==> config.mk <==
export PLATFORM = sky130hd
export DESIGN_NAME = fixed_point_affine_matrix_invert_top
export DESIGN_NICKNAME = d
export VERILOG_FILES = /design/src/rtl/fpami_pkg.sv /design/src/rtl/fpami_div.sv /design/src/rtl/fixed_point_affine_matrix_invert_top.sv
export SDC_FILE = /design/constraint.sdc
export NUM_CORES = 2
export LEC_CHECK = 0
export ABC_AREA = 0
export BUFFER_PORTS_ARGS = -buffer_cell sky130_fd_sc_hd__buf_4
export CAP_MARGIN = 20
export CORE_ASPECT_RATIO = 1.4
export CORE_MARGIN = 10
export CORE_UTILIZATION = 44
export CTS_BUF_LIST = sky130_fd_sc_hd__clkbuf_4 sky130_fd_sc_hd__clkbuf_8
export CTS_CLUSTER_DIAMETER = 120
export CTS_CLUSTER_SIZE = 25
export DETAILED_ROUTE_END_ITERATION = 16
export SYNTH_ARGS = -nofsm -noshare
export SYNTH_HDL_FRONTEND = slang
export SYNTH_HIERARCHICAL = 1
export SYNTH_SLANG_ARGS = --single-unit
==> constraint.sdc <==
create_clock -name i_clk -period 7.88 [get_ports i_clk]
set_clock_uncertainty 0.1 [all_clocks]
set_input_delay 0.788 -clock i_clk [delete_from_list [all_inputs] [get_ports i_clk]]
set_output_delay 0.788 -clock i_clk [all_outputs]
set_load 0.005 [all_outputs]
==> src/rtl/fpami_pkg.sv <==
// Shared types, addresses and microcode for the affine matrix inverse.
// Used by the top level and the divider; depends on nothing.
`timescale 1ns / 1ps

package fpami_pkg;

    // scratch memory layout: matrix at 0..15, results and temporaries above
    localparam int unsigned ADDR_W = 5;
    localparam int unsigned DATA_W = 32;
    localparam int unsigned PC_W   = 6;

    localparam logic [ADDR_W-1:0] A_INV = 5'd19;
    localparam logic [ADDR_W-1:0] A_TMP = 5'd23;
    localparam logic [ADDR_W-1:0] A_DET = 5'd27;

    localparam logic [PC_W-1:0] LAST_PC = 6'd39;

    // accumulator action of one micro-op
    typedef enum logic [1:0] {
        K_SET = 2'd0,
        K_ADD = 2'd1,
        K_SUB = 2'd2,
        K_DIV = 2'd3
    } t_kind;

    // write-back of the shifted accumulator
    typedef enum logic [1:0] {
        WB_NONE = 2'd0,
        WB_POS  = 2'd1,
        WB_NEG  = 2'd2
    } t_wb;

    typedef struct packed {
        t_kind             kind;
        logic [ADDR_W-1:0] a;
        logic [ADDR_W-1:0] b;
        t_wb               wb;
        logic [ADDR_W-1:0] dst;
    } t_uop;

    // sequencer states
    typedef enum logic [8:0] {
        S_IDLE = 9'b000000001,
        S_RA   = 9'b000000010,
        S_RB   = 9'b000000100,
        S_MUL  = 9'b000001000,
        S_ACC  = 9'b000010000,
        S_DIV  = 9'b000100000,
        S_ORD  = 9'b001000000,
        S_OLD  = 9'b010000000,
        S_OWT  = 9'b100000000
    } t_state;

    function automatic t_uop mk(t_kind k, logic [4:0] a, logic [4:0] b, t_wb w,
                                logic [4:0] d);
        t_uop u;
        u.kind = k;
        u.a    = a;
        u.b    = b;
        u.wb   = w;
        u.dst  = d;
        return u;
    endfunction

    // true when the magnitude of v, taken as signed, is above one lsb
    function automatic logic big_mag(logic [DATA_W-1:0] v);
        return !(v == 32'd0 || v == 32'd1 || v == 32'hFFFF_FFFF);
    endfunction

    // microcode: cofactors, determinant, reciprocal, scaled inverse, translation
    function automatic t_uop uop_rom(logic [PC_W-1:0] pc);
        t_uop u;
        unique case (pc)
            6'd0:  u = mk(K_SET, 5'd5,  5'd10, WB_NONE, 5'd0);
            6'd1:  u = mk(K_SUB, 5'd6,  5'd9,  WB_POS,  5'd16);
            6'd2:  u = mk(K_SET, 5'd4,  5'd10, WB_NONE, 5'd0);
            6'd3:  u = mk(K_SUB, 5'd6,  5'd8,  WB_POS,  5'd20);
            6'd4:  u = mk(K_SET, 5'd4,  5'd9,  WB_NONE, 5'd0);
            6'd5:  u = mk(K_SUB, 5'd5,  5'd8,  WB_POS,  5'd24);
            6'd6:  u = mk(K_SET, 5'd0,  5'd16, WB_NONE, 5'd0);
            6'd7:  u = mk(K_SUB, 5'd1,  5'd20, WB_NONE, 5'd0);
            6'd8:  u = mk(K_ADD, 5'd2,  5'd24, WB_POS,  A_DET);
            6'd9:  u = mk(K_DIV, A_DET, A_DET, WB_NONE, A_INV);
            6'd10: u = mk(K_SET, A_INV, 5'd16, WB_POS,  5'd16);
            6'd11: u = mk(K_SET, 5'd1,  5'd10, WB_NONE, 5'd0);
            6'd12: u = mk(K_SUB, 5'd2,  5'd9,  WB_POS,  A_TMP);
            6'd13: u = mk(K_SET, A_INV, A_TMP, WB_NEG,  5'd17);
            6'd14: u = mk(K_SET, 5'd1,  5'd6,  WB_NONE, 5'd0);
            6'd15: u = mk(K_SUB, 5'd2,  5'd5,  WB_POS,  A_TMP);
            6'd16: u = mk(K_SET, A_INV, A_TMP, WB_POS,  5'd18);
            6'd17: u = mk(K_SET, A_INV, 5'd20, WB_NEG,  5'd20);
            6'd18: u = mk(K_SET, 5'd0,  5'd10, WB_NONE, 5'd0);
            6'd19: u = mk(K_SUB, 5'd2,  5'd8,  WB_POS,  A_TMP);
            6'd20: u = mk(K_SET, A_INV, A_TMP, WB_POS,  5'd21);
            6'd21: u = mk(K_SET, 5'd0,  5'd6,  WB_NONE, 5'd0);
            6'd22: u = mk(K_SUB, 5'd2,  5'd4,  WB_POS,  A_TMP);
            6'd23: u = mk(K_SET, A_INV, A_TMP, WB_NEG,  5'd22);
            6'd24: u = mk(K_SET, A_INV, 5'd24, WB_POS,  5'd24);
            6'd25: u = mk(K_SET, 5'd0,  5'd9,  WB_NONE, 5'd0);
            6'd26: u = mk(K_SUB, 5'd1,  5'd8,  WB_POS,  A_TMP);
            6'd27: u = mk(K_SET, A_INV, A_TMP, WB_NEG,  5'd25);
            6'd28: u = mk(K_SET, 5'd0,  5'd5,  WB_NONE, 5'd0);
            6'd29: u = mk(K_SUB, 5'd1,  5'd4,  WB_POS,  A_TMP);
            6'd30: u = mk(K_SET, A_INV, A_TMP, WB_POS,  5'd26);
            6'd31: u = mk(K_SET, 5'd12, 5'd16, WB_NONE, 5'd0);
            6'd32: u = mk(K_ADD, 5'd13, 5'd20, WB_NONE, 5'd0);
            6'd33: u = mk(K_ADD, 5'd14, 5'd24, WB_NEG,  5'd28);
            6'd34: u = mk(K_SET, 5'd12, 5'd17, WB_NONE, 5'd0);
            6'd35: u = mk(K_ADD, 5'd13, 5'd21, WB_NONE, 5'd0);
            6'd36: u = mk(K_ADD, 5'd14, 5'd25, WB_NEG,  5'd29);
            6'd37: u = mk(K_SET, 5'd12, 5'd18, WB_NONE, 5'd0);
            6'd38: u = mk(K_ADD, 5'd13, 5'd22, WB_NONE, 5'd0);
            6'd39: u = mk(K_ADD, 5'd14, 5'd26, WB_NEG,  5'd30);
            default: u = mk(K_SET, 5'd0, 5'd0, WB_NONE, 5'd0);
        endcase
        return u;
    endfunction

endpackage

==> src/rtl/fpami_div.sv <==
// Bit-serial restoring divider: 2^(2*FRAC_BITS) / divisor, truncating, signed.
// Depends on fpami_pkg for the data width.
`timescale 1ns / 1ps

module fpami_div #(
    parameter int unsigned FRAC_BITS = 8
) (
    input  logic                          i_clk,
    input  logic                          i_rst_n,
    input  logic                          i_start,
    input  logic [fpami_pkg::DATA_W-1:0]  i_divisor,
    output logic                          o_done,
    output logic [fpami_pkg::DATA_W-1:0]  o_quot
);
    localparam int unsigned NUM_W = 2 * FRAC_BITS + 1;
    localparam int unsigned CW    = $clog2(NUM_W + 1);
    localparam int unsigned DW    = fpami_pkg::DATA_W;

    logic           r_busy;
    logic [CW-1:0]  r_cnt;
    logic [DW-1:0]  r_d;
    logic [DW-1:0]  r_rem;
    logic [NUM_W-1:0] r_q;
    logic           r_neg;
    logic           r_zero;
    logic [DW:0]    trial;
    logic [DW-1:0]  quot;

    // the numerator has a single one bit, its msb, fed in on the first step
    assign trial = {r_rem, (r_cnt == CW'(NUM_W))};

    // control
    always_ff @(posedge i_clk) begin
        if (!i_rst_n) begin
            r_busy <= 1'b0;
            r_cnt  <= '0;
        end else if (i_start) begin
            r_busy <= 1'b1;
            r_cnt  <= CW'(NUM_W);
        end else if (r_busy) begin
            if (r_cnt == '0) begin
                r_busy <= 1'b0;
            end else begin
                r_cnt <= r_cnt - 1'b1;
            end
        end
    end

    // one quotient bit per cycle on magnitudes
    always_ff @(posedge i_clk) begin
        if (i_start) begin
            r_d    <= i_divisor[DW-1] ? (DW'(0) - i_divisor) : i_divisor;
            r_neg  <= i_divisor[DW-1];
            r_zero <= (i_divisor == '0);
            r_rem  <= '0;
            r_q    <= '0;
        end else if (r_busy && r_cnt != '0) begin
            if (trial >= {1'b0, r_d}) begin
                r_rem <= DW'(trial - {1'b0, r_d});
                r_q   <= {r_q[NUM_W-2:0], 1'b1};
            end else begin
                r_rem <= trial[DW-1:0];
                r_q   <= {r_q[NUM_W-2:0], 1'b0};
            end
        end
    end

    assign quot   = DW'(r_q);
    assign o_done = r_busy && (r_cnt == '0);
    assign o_quot = r_zero ? '0 : (r_neg ? (DW'(0) - quot) : quot);

endmodule

==> src/rtl/fixed_point_affine_matrix_invert_top.sv <==
// Fixed-point affine 4x4 matrix inverse: top level with sequencer and shared MAC.
// Depends on fpami_pkg and fpami_div.
// A load request writes its element into the matrix store; index 15 then runs 39 micro-ops
// on the single multiplier plus one divide micro-op, then gives 16 results.
// A rejected matrix gives its single result on the cycle after the request.
// Throughput: the input is stalled from the index 15 request until the last result.
// Reset (synchronous, active low) clears the sequencer; the matrix store is not cleared.
`timescale 1ns / 1ps

module fixed_point_affine_matrix_invert_top #(
    parameter int unsigned FRAC_BITS = 8
) (
    input  logic        i_clk,
    input  logic        i_rst_n,
    input  logic        i_in_valid,
    output logic        o_in_stall,
    input  logic [31:0] i_element_value,
    input  logic [3:0]  i_element_index,
    output logic        o_out_valid,
    input  logic        i_out_stall,
    output logic [31:0] o_result_value,
    output logic [3:0]  o_result_index,
    output logic        o_accepted,
    output logic        o_last_result
);
    localparam int unsigned DW = fpami_pkg::DATA_W;
    localparam int unsigned AW = fpami_pkg::ADDR_W;
    localparam logic [DW-1:0] ONE_FX = DW'(1) << FRAC_BITS;

    fpami_pkg::t_state r_state;
    logic [fpami_pkg::PC_W-1:0] r_pc;
    logic [3:0]     r_k;
    logic [DW-1:0]  r_mem [2**AW];
    logic [DW-1:0]  r_rd;
    logic [DW-1:0]  r_opa;
    logic [DW-1:0]  r_prod;
    logic [DW-1:0]  r_acc;
    logic [3:0]     r_bad;
    logic [DW-1:0]  r_out_value;
    logic [3:0]     r_out_index;
    logic           r_out_acc;
    logic           r_out_last;

    fpami_pkg::t_uop uop;
    logic           in_req;
    logic           reject;
    logic [3:0]     n_bad;
    logic [DW-1:0]  n_acc;
    logic [DW-1:0]  shifted;
    logic [DW-1:0]  wb_data;
    logic           we;
    logic [AW-1:0]  wa;
    logic [DW-1:0]  wd;
    logic [AW-1:0]  ra;
    logic           div_start;
    logic           div_done;
    logic [DW-1:0]  div_quot;

    assign uop    = fpami_pkg::uop_rom(r_pc);
    assign in_req = i_in_valid && (r_state == fpami_pkg::S_IDLE);

    // affine check flags for elements 3, 7, 11 and 15, kept at load time
    always_comb begin
        n_bad = r_bad;
        unique case (i_element_index)
            4'd3:    n_bad[0] = fpami_pkg::big_mag(i_element_value);
            4'd7:    n_bad[1] = fpami_pkg::big_mag(i_element_value);
            4'd11:   n_bad[2] = fpami_pkg::big_mag(i_element_value);
            4'd15:   n_bad[3] = fpami_pkg::big_mag(i_element_value - ONE_FX);
            default: n_bad = r_bad;
        endcase
    end
    assign reject = |n_bad;

    always_ff @(posedge i_clk) begin
        if (!i_rst_n) begin
            r_bad <= '0;
        end else if (in_req) begin
            r_bad <= n_bad;
        end
    end

    // accumulator step and shifted write-back value
    always_comb begin
        case (uop.kind)
            fpami_pkg::K_SET: n_acc = r_prod;
            fpami_pkg::K_ADD: n_acc = r_acc + r_prod;
            fpami_pkg::K_SUB: n_acc = r_acc - r_prod;
            default:          n_acc = r_acc;
        endcase
        shifted = DW'($signed(n_acc) >>> FRAC_BITS);
        wb_data = (uop.wb == fpami_pkg::WB_NEG) ? (DW'(0) - shifted) : shifted;
    end

    // memory write port: loads when idle, results while busy
    always_comb begin
        we = 1'b0;
        wa = uop.dst;
        wd = wb_data;
        if (in_req) begin
            we = 1'b1;
            wa = {1'b0, i_element_index};
            wd = i_element_value;
        end else if (r_state == fpami_pkg::S_ACC) begin
            we = (uop.wb != fpami_pkg::WB_NONE);
        end else if (r_state == fpami_pkg::S_DIV) begin
            we = div_done;
            wd = div_quot;
        end
    end

    // memory read address
    always_comb begin
        if (r_state == fpami_pkg::S_RB) begin
            ra = uop.b;
        end else if (r_state == fpami_pkg::S_ORD) begin
            ra = {1'b1, r_k};
        end else begin
            ra = uop.a;
        end
    end

    // scratch memory with registered read
    always_ff @(posedge i_clk) begin
        if (we) begin
            r_mem[wa] <= wd;
        end
        r_rd <= r_mem[ra];
    end

    // operand, product and accumulator registers
    always_ff @(posedge i_clk) begin
        if (r_state == fpami_pkg::S_RB) begin
            r_opa <= r_rd;
        end
        if (r_state == fpami_pkg::S_MUL) begin
            r_prod <= DW'(r_opa * r_rd);
        end
        if (r_state == fpami_pkg::S_ACC) begin
            r_acc <= n_acc;
        end
    end

    assign div_start = (r_state == fpami_pkg::S_RB) && (uop.kind == fpami_pkg::K_DIV);

    fpami_div #(
        .FRAC_BITS (FRAC_BITS)
    ) u_div (
        .i_clk     (i_clk),
        .i_rst_n   (i_rst_n),
        .i_start   (div_start),
        .i_divisor (r_rd),
        .o_done    (div_done),
        .o_quot    (div_quot)
    );

    // sequencer
    always_ff @(posedge i_clk) begin
        if (!i_rst_n) begin
            r_state <= fpami_pkg::S_IDLE;
            r_pc    <= '0;
            r_k     <= '0;
        end else begin
            unique case (r_state)
                fpami_pkg::S_IDLE: begin
                    if (in_req && i_element_index == 4'd15) begin
                        r_pc    <= '0;
                        r_k     <= '0;
                        r_state <= reject ? fpami_pkg::S_OWT : fpami_pkg::S_RA;
                    end
                end
                fpami_pkg::S_RA:  r_state <= fpami_pkg::S_RB;
                fpami_pkg::S_RB: begin
                    r_state <= (uop.kind == fpami_pkg::K_DIV) ? fpami_pkg::S_DIV
                                                               : fpami_pkg::S_MUL;
                end
                fpami_pkg::S_MUL: r_state <= fpami_pkg::S_ACC;
                fpami_pkg::S_ACC, fpami_pkg::S_DIV: begin
                    if (r_state == fpami_pkg::S_ACC || div_done) begin
                        r_pc    <= r_pc + 1'b1;
                        r_state <= (r_pc == fpami_pkg::LAST_PC) ? fpami_pkg::S_ORD
                                                                 : fpami_pkg::S_RA;
                    end
                end
                fpami_pkg::S_ORD: r_state <= fpami_pkg::S_OLD;
                fpami_pkg::S_OLD: r_state <= fpami_pkg::S_OWT;
                fpami_pkg::S_OWT: begin
                    if (!i_out_stall) begin
                        if (r_out_last) begin
                            r_state <= fpami_pkg::S_IDLE;
                        end else begin
                            r_k     <= r_k + 1'b1;
                            r_state <= fpami_pkg::S_ORD;
                        end
                    end
                end
                default: r_state <= fpami_pkg::S_IDLE;
            endcase
        end
    end

    // output register
    always_ff @(posedge i_clk) begin
        if (r_state == fpami_pkg::S_IDLE && in_req && i_element_index == 4'd15 && reject) begin
            r_out_value <= '0;
            r_out_index <= '0;
            r_out_acc   <= 1'b0;
            r_out_last  <= 1'b1;
        end else if (r_state == fpami_pkg::S_OLD) begin
            if (r_k == 4'd15) begin
                r_out_value <= ONE_FX;
            end else if (r_k[1:0] == 2'd3) begin
                r_out_value <= '0;
            end else begin
                r_out_value <= r_rd;
            end
            r_out_index <= r_k;
            r_out_acc   <= 1'b1;
            r_out_last  <= (r_k == 4'd15);
        end
    end

    assign o_in_stall     = (r_state != fpami_pkg::S_IDLE);
    assign o_out_valid    = (r_state == fpami_pkg::S_OWT);
    assign o_result_value = r_out_value;
    assign o_result_index = r_out_index;
    assign o_accepted     = r_out_acc;
    assign o_last_result  = r_out_last;

endmodule

== Word-level counts from Yosys, hierarchy flattened ==
Memories as Yosys holds them, arrays and structs flattened. A register that Yosys moved wholly into a read port is not among the register bits.
Index checks and enable logic that the tools add are counted.
Widths: inputs -> output; s select.

* ROM bits: 1,216
* Memory bits (writable): 1,024
* Flip-flop bits (word level): 246
* Logic and storage cells: 150
* Memories kept: 2

* $lt $le $gt $ge: 1
* Add/sub/neg operators: 10
* Reduce and logical (&&, ||, !) cells: 35
* Equal/unequal tests: 31
* Mux-type cells: 47
* Bitwise logic cells: 2
* Multipliers: 1

{| class="wikitable"
|+ Memory list
! memory !! depth !! width !! read ports !! clocked after Yosys merged registers in !! wr ports !! line !! text
|-
| (no name shown) || 64 || 19 || 1 || 1 || 0 || fpami_pkg.sv:73 || <nowiki>unique case (pc)</nowiki>
|-
| r_mem || 32 || 32 || 1 || 1 || 1 || fixed_point_affine_matrix_invert_top.sv:33 || <nowiki>logic [DW-1:0] r_mem [2**AW];</nowiki>
|}

{| class="wikitable"
|+ Operator list
! cell !! count
|-
| $mux 32 || 9
|-
| $logic_not 32->1 || 3
|-
| $pmux 32 s3 || 1
|-
| $pmux 9 s8 || 1
|-
| $eq 32x1->1 const B || 2
|-
| $eq 32x32->1 const B || 2
|-
| $sub 32x32->32 || 2
|-
| $mux 9 || 4
|-
| $ge 33x32->1 || 1
|-
| $add 32x32->32 || 1
|-
| $mul 32x32->32 || 1
|-
| $sub 1x32->32 const A || 1
|-
| $sub 32x9->32 const B || 1
|-
| $mux 31 || 1
|-
| $mux 5 || 6
|-
| $mux 6 || 5
|-
| $sub 1x24->25 const A || 1
|-
| $sub 1x17->18 const A || 1
|-
| $mux 7 || 2
|-
| $mux 1 || 13
|-
| $eq 4x4->1 const B || 3
|-
| $mux 4 || 3
|-
| $pmux 6 s2 || 1
|-
| $ne 2x2->1 const B || 5
|-
| other kinds (34) || 57
|}

== Logic depth before layout (Yosys ltp) ==
* Word-level depth: 10
* Mapped depth: 30
* Gate-level depth less buffers: 28

== By module ==
The synthesis kept the hierarchy.

{| class="wikitable"
|+ By module, submodules not included
! module !! sequential area each (um2) !! cells each !! instances !! area each (um2)
|-
| fixed_point_affine_matrix_invert_top || 35,874.4 || 4,839 || 1 || 67,385.9
|-
| fpami_div || 2,122.0 || 755 || 1 || 6,358.6
|}

== Least setup slack after synthesis ==
OpenSTA, ideal clock, no wires.

* Path type: reg2reg
* From: register r_rd[4], read port of r_mem
* To: register r_prod[31] (data pin)
* Arrival: 6.920 ns
* Clock period less this slack: 7.280 ns
* Cell stages (with the launch flop): 29
* Path buffers: 2
* Path slack: 0.600 ns
* Cells stage by stage: dfxtp_1 clkbuf_1 clkbuf_1 and2_1 fa_1 inv_1 fa_1 fa_1 fa_1 inv_1 fa_1 inv_1 fa_1 inv_1 fa_1 fa_1 ha_1 and3_1 and2_1 a21oi_1 nand2_1 nand3_1 nand3b_1 a21oi_1 nor2_1 nor4_1 o21bai_1 a21oi_1 xnor2_1

* Word-level cells in the longest chain between the ends: 1

{| class="wikitable"
|+ RTL lines
! item !! line !! text
|-
| start, declared || fixed_point_affine_matrix_invert_top.sv:34 || <nowiki>logic [DW-1:0] r_rd;</nowiki>
|-
| $mul 32x32->32 || fixed_point_affine_matrix_invert_top.sv:137 || <nowiki>r_prod <= DW'(r_opa * r_rd);</nowiki>
|-
| end signal, assigned || fixed_point_affine_matrix_invert_top.sv:137 ||
|-
| end, declared || fixed_point_affine_matrix_invert_top.sv:36 || <nowiki>logic [DW-1:0] r_prod;</nowiki>
|}

Every way passes these cells.
A chain may end at the register's enable or synchronous reset.

== Worst setup path after layout ==
* From: register r_opa[13]
* To: register r_prod[31] (data pin)

* Word-level cells in the longest chain between the ends: 1

{| class="wikitable"
|+ RTL lines
! item !! line !! text
|-
| start, declared || fixed_point_affine_matrix_invert_top.sv:35 || <nowiki>logic [DW-1:0] r_opa;</nowiki>
|-
| start signal, assigned || fixed_point_affine_matrix_invert_top.sv:134 || <nowiki>r_opa <= r_rd;</nowiki>
|-
| $mul 32x32->32 || fixed_point_affine_matrix_invert_top.sv:137 ||
|}

Every way passes these cells.

==> run_results.csv <==
group,metric,value,unit
synth,synth_nets,6250,
global_routing,grtUsageTotal,21.8,%
status,outcome,"completed",
routing,top_layer,"met4",
worst_setup_path,timing.rr.start,"r_opa[13]",
synth,synth.distinct_cells,105,
worst_setup_path,path_cells,"buf_4, nand2_1, fa_1, inv_1, fa_1, inv_1, fa_1, inv_1, fa_1, inv_1, fa_1, fa_1, fa_1, fa_1, xor2_1, xnor2_1, xnor2_1, xnor2_1, xnor2_1, xnor2_1, xnor2_1, xnor2_1",
clocking,cts_buffer_depth,3,
die,initial_core_util,44.3,%
synth,syn_area_per_cell,13.2,um2
routing,ant_nets,0,
timing,min_period,7500,ps
clocking,cts_tree,"yes",
timing,fin_tns_setup,0,ps
synth,yosys_warnings,6,
die,ioPinCount,80,
cells_and_area,drive_above_1_share,15.3,%
place,place_ws,231,ps
synth,synth-seq-cells,1321,
routing,wirelength,205000,um
worst_setup_path,critPathKind,"flop to flop",
die,core_region_area,0.166,mm2
synth,muxShareOfSynthArea,10.3,%
timing,drv_slew,0,
synth,yosys.area_share.simple,9.51,%
cells_and_area,final_cell_area,0.0793,mm2
global_routing,grt_max_degree,115,
timing,fmax,0.133,GHz
worst_setup_path,slowest_delay,590,ps
timing,rsz0062_at_grt,"false",
place,io_buffers,79,
routing,wl_met2,104000,um
cells_and_area,mostFrequentLayoutCells,"1154 x edfxtp_1, 494 x nand2_1, 472 x inv_1",
clocking,clock_sinks,1321,
routing,route.detailed.drc,0,
routing,drtIter0Drc,3949,
routing,wl_per_cell,25.8,um
worst_setup_path,cp_slowest_cell,"fa_1",
clocking,htreeDepth,2,
timing,setup_viol,0,
synth,netlist_instances,5594,
synth,synth-edff-count,1154,
worst_setup_path,worst_setup_path_end_kind,"flop",
global_routing,overflow,0,
clocking,cts_root_buf,"clkbuf_8",
routing,vias,45500,
die,rows,177,
worst_hold_path,hold_start,"i_rst_n",
synth,ys.flop_type,"edfxtp_1",
worst_setup_path,rr_endpoint,"r_prod[31]",
global_routing,antenna_found_initial,14,
worst_setup_path,r2r_cells,22,
synth,async_flop_share,0,%
synth,ys_seq_area_share,51.5,%
global_routing,grt_first_pass_wirelength,305000,um
worst_hold_path,min_to,"r_state[0]",
routing,vias_per_cell,5.73,
cells_and_area,multiInputGateArea,0.0330,mm2
timing,fin_ws,381,ps
cells_and_area,seq_area,0.0380,mm2
power_and_ir_drop,p_per_area,188,mW/mm2
clocking,post-cts-setup-buffers,0,
worst_hold_path,hold_depth,2,
synth,synth_adder_area_share,14.6,%
routing,met1_length,80700,um
global_routing,first_global_vias,46300,
cells_and_area,mostFrequentLayoutCell,"edfxtp_1",
clocking,clk-insertion-delay-late,920,ps
die,chipHeight,504,um
place,gp_congestion,0.907,
die,die_area,0.185,mm2
clocking,path_clk_slew,180,ps
timing,period_share,95.2,%
power_and_ir_drop,ir_worst_vdd,0.000150,V
cells_and_area,layout.nets,6287,
worst_hold_path,hp-class,"input port to flop",
worst_setup_path,critPathMaxFanout,13,
synth,synth_compound_area_share,6.93,%
power_and_ir_drop,leakage,29.1,nW
cells_and_area,num-fill-cells,14700,
routing,wl_met3,10800,um
timing,relSlewSlack,21.9,%
cells_and_area,areaGrowthSynthToFinish,7.52,%
synth,synth_top_family_by_area,"adder cells",
die,die_x,366,um
job,cap_violations,0,
worst_setup_path,critPathMostFrequentCell,"fa_1",
clocking,cts_buffers,60,
worst_setup_path,crit_required,8400,ps
routing,drt-pass1-iter-count,5,
worst_setup_path,r2r_slack,380,ps
place,hpwl,138000,um
worst_setup_path,cp-start-kind,"flop",
place,post_dp_cell_area,0.0779,mm2
synth,synth_area,0.0737,mm2
worst_setup_path,cp_data_arrival_time,8020,ps
timing,tightest_slew,1160,ps
synth,synthXorXnorAreaFrac,2.78,%
timing,hold_viol,0,
==> flip-flops by register name (all words and copies together), names as in the netlist <==
name and cells:
o_accepted 1, uop 19, u_div/r_zero 1, o_last_result 1, r_k 4, r_bad 4
u_div/r_neg 1, u_div/r_d 32, u_div/r_q 17, r_mem 1024, r_rd 32, o_result_value 32
u_div/r_rem 32, r_opa 32, r_state 9, r_prod 32, r_acc 32, o_result_index 4
u_div/r_busy 1, u_div/r_cnt 5, r_pc 6
==> worst max-delay path, delay by kind of cell, from the launching register on <==
kind | cells | cell delay (ps)
xor gates and xnor gates | 8 | 1730
adders and majority gates | 8 | 4250
buffers and inverters | 5 | 500
DFF | 1 | 540
and+or+nand+nor | 1 | 130
==> per-layer routing <==
layer / vias to the layer above / GRT usage [%]
met2: 1397 / 38.0
met4: 0 / 8.63
li1: 20000 / -
met3: 304 / 2.19
met5: - / 0
met1: 23800 / 27.7
==> Yosys cell counts, types with 6 or more instances <==
master | count | area share [%]
a211oi_1 | 30 | 0.31
mux2_2 | 68 | 1.0
o22ai_1 | 16 | 0.14
o31ai_1 | 33 | 0.34
mux4_2 | 256 | 7.8
edfxtp_1 | 1154 | 47
or2_2 | 12 | 0.10
buf_2 | 49 | 0.33
xnor2_1 | 178 | 2.1
nor2b_1 | 19 | 0.16
nor3_1 | 57 | 0.39
dfxtp_1 | 167 | 4.5
o211ai_1 | 49 | 0.50
nand2b_1 | 21 | 0.18
mux2i_1 | 103 | 1.4
buf_1 | 14 | 0.071
o31a_1 | 7 | 0.083
nor2_1 | 280 | 1.4
nor3b_1 | 41 | 0.42
ha_1 | 206 | 3.5
fa_1 | 410 | 11
inv_1 | 473 | 2.4
a21boi_0 | 8 | 0.081
nand2_1 | 494 | 2.5
or3_1 | 16 | 0.14
or4_1 | 15 | 0.15
a211o_1 | 6 | 0.071
nand4_1 | 32 | 0.27
a21o_1 | 39 | 0.40
buf_4 | 43 | 0.44
xor2_1 | 54 | 0.64
a21oi_1 | 264 | 1.8
a31oi_1 | 35 | 0.30
a22oi_1 | 10 | 0.10
clkbuf_1 | 201 | 1.0
and3_1 | 13 | 0.11
nor4_1 | 18 | 0.15
a221oi_1 | 9 | 0.11
o21bai_1 | 18 | 0.18
and2_1 | 303 | 2.6
nand3_1 | 61 | 0.41
o21a_1 | 19 | 0.19
o21ai_0 | 152 | 1.0
o21ai_1 | 22 | 0.15
==> worst max path at each step <==
stage / end / from / slack (ps) / cells past startpoint
3_3_place_gp: r_prod[31] / r_rd[20] / 330 / 21
5_1_grt: r_prod[31] / r_opa[13] / 30 / 25
3_5_place_dp: r_prod[31] / r_rd[20] / 230 / 21
6_report: r_prod[31] / r_opa[13] / 380 / 22
4_1_cts: r_prod[31] / r_rd[20] / 210 / 21
2_1_floorplan: r_prod[31] / r_rd[4] / 600 / 28
==> area by class of cell <==
cell class	instances	area share (%)
sequential	1321	47.9
multi-input combinational	3487	41.6
tap	2237	3.53
timing repair buffer	286	2.93
inverter	475	2.25
clock buffer	105	1.47
clock inverter	9	0.183
antenna	19	0.0600
==> power breakdown <==
group	switching, W	internal [W]
Combinational	0.00209	0.00125
Clock	0.00215	0.000998
Sequential	0.000119	0.00830
==> through the flow <==
stage	total power [W]	cells	util [%]	hold slack [ps]
final	0.0149	7939	47.7	73.3
after global routing	0.0156	7934	47.7	71.7
after CTS	0.0150	7920	47.6	6.88
after detailed placement	0.0119	7805	46.8	340
after global placement	0.0119	7802	46.8	333
after floorplan	0.0106	5594	-	341
==> logic make-up after synthesis <==
| family | Yosys count |
|---|---|
| AOI/OAI and AO/OA | 793 |
| xor gates and xnor gates | 233 |
| adders and majority gates | 616 |
| buffers and inverters | 786 |
| DFF | 1321 |
| muxes | 428 |
| and+or+nand+nor | 1417 |
==> what timing repair did <==
action,in CTS,in global routing
hold buffers,1,0
endpoints found under the setup margin,0,1
gates resized for setup,0,2
hold endpoints to repair,1,0
Power figures use the tool's default switching activity.
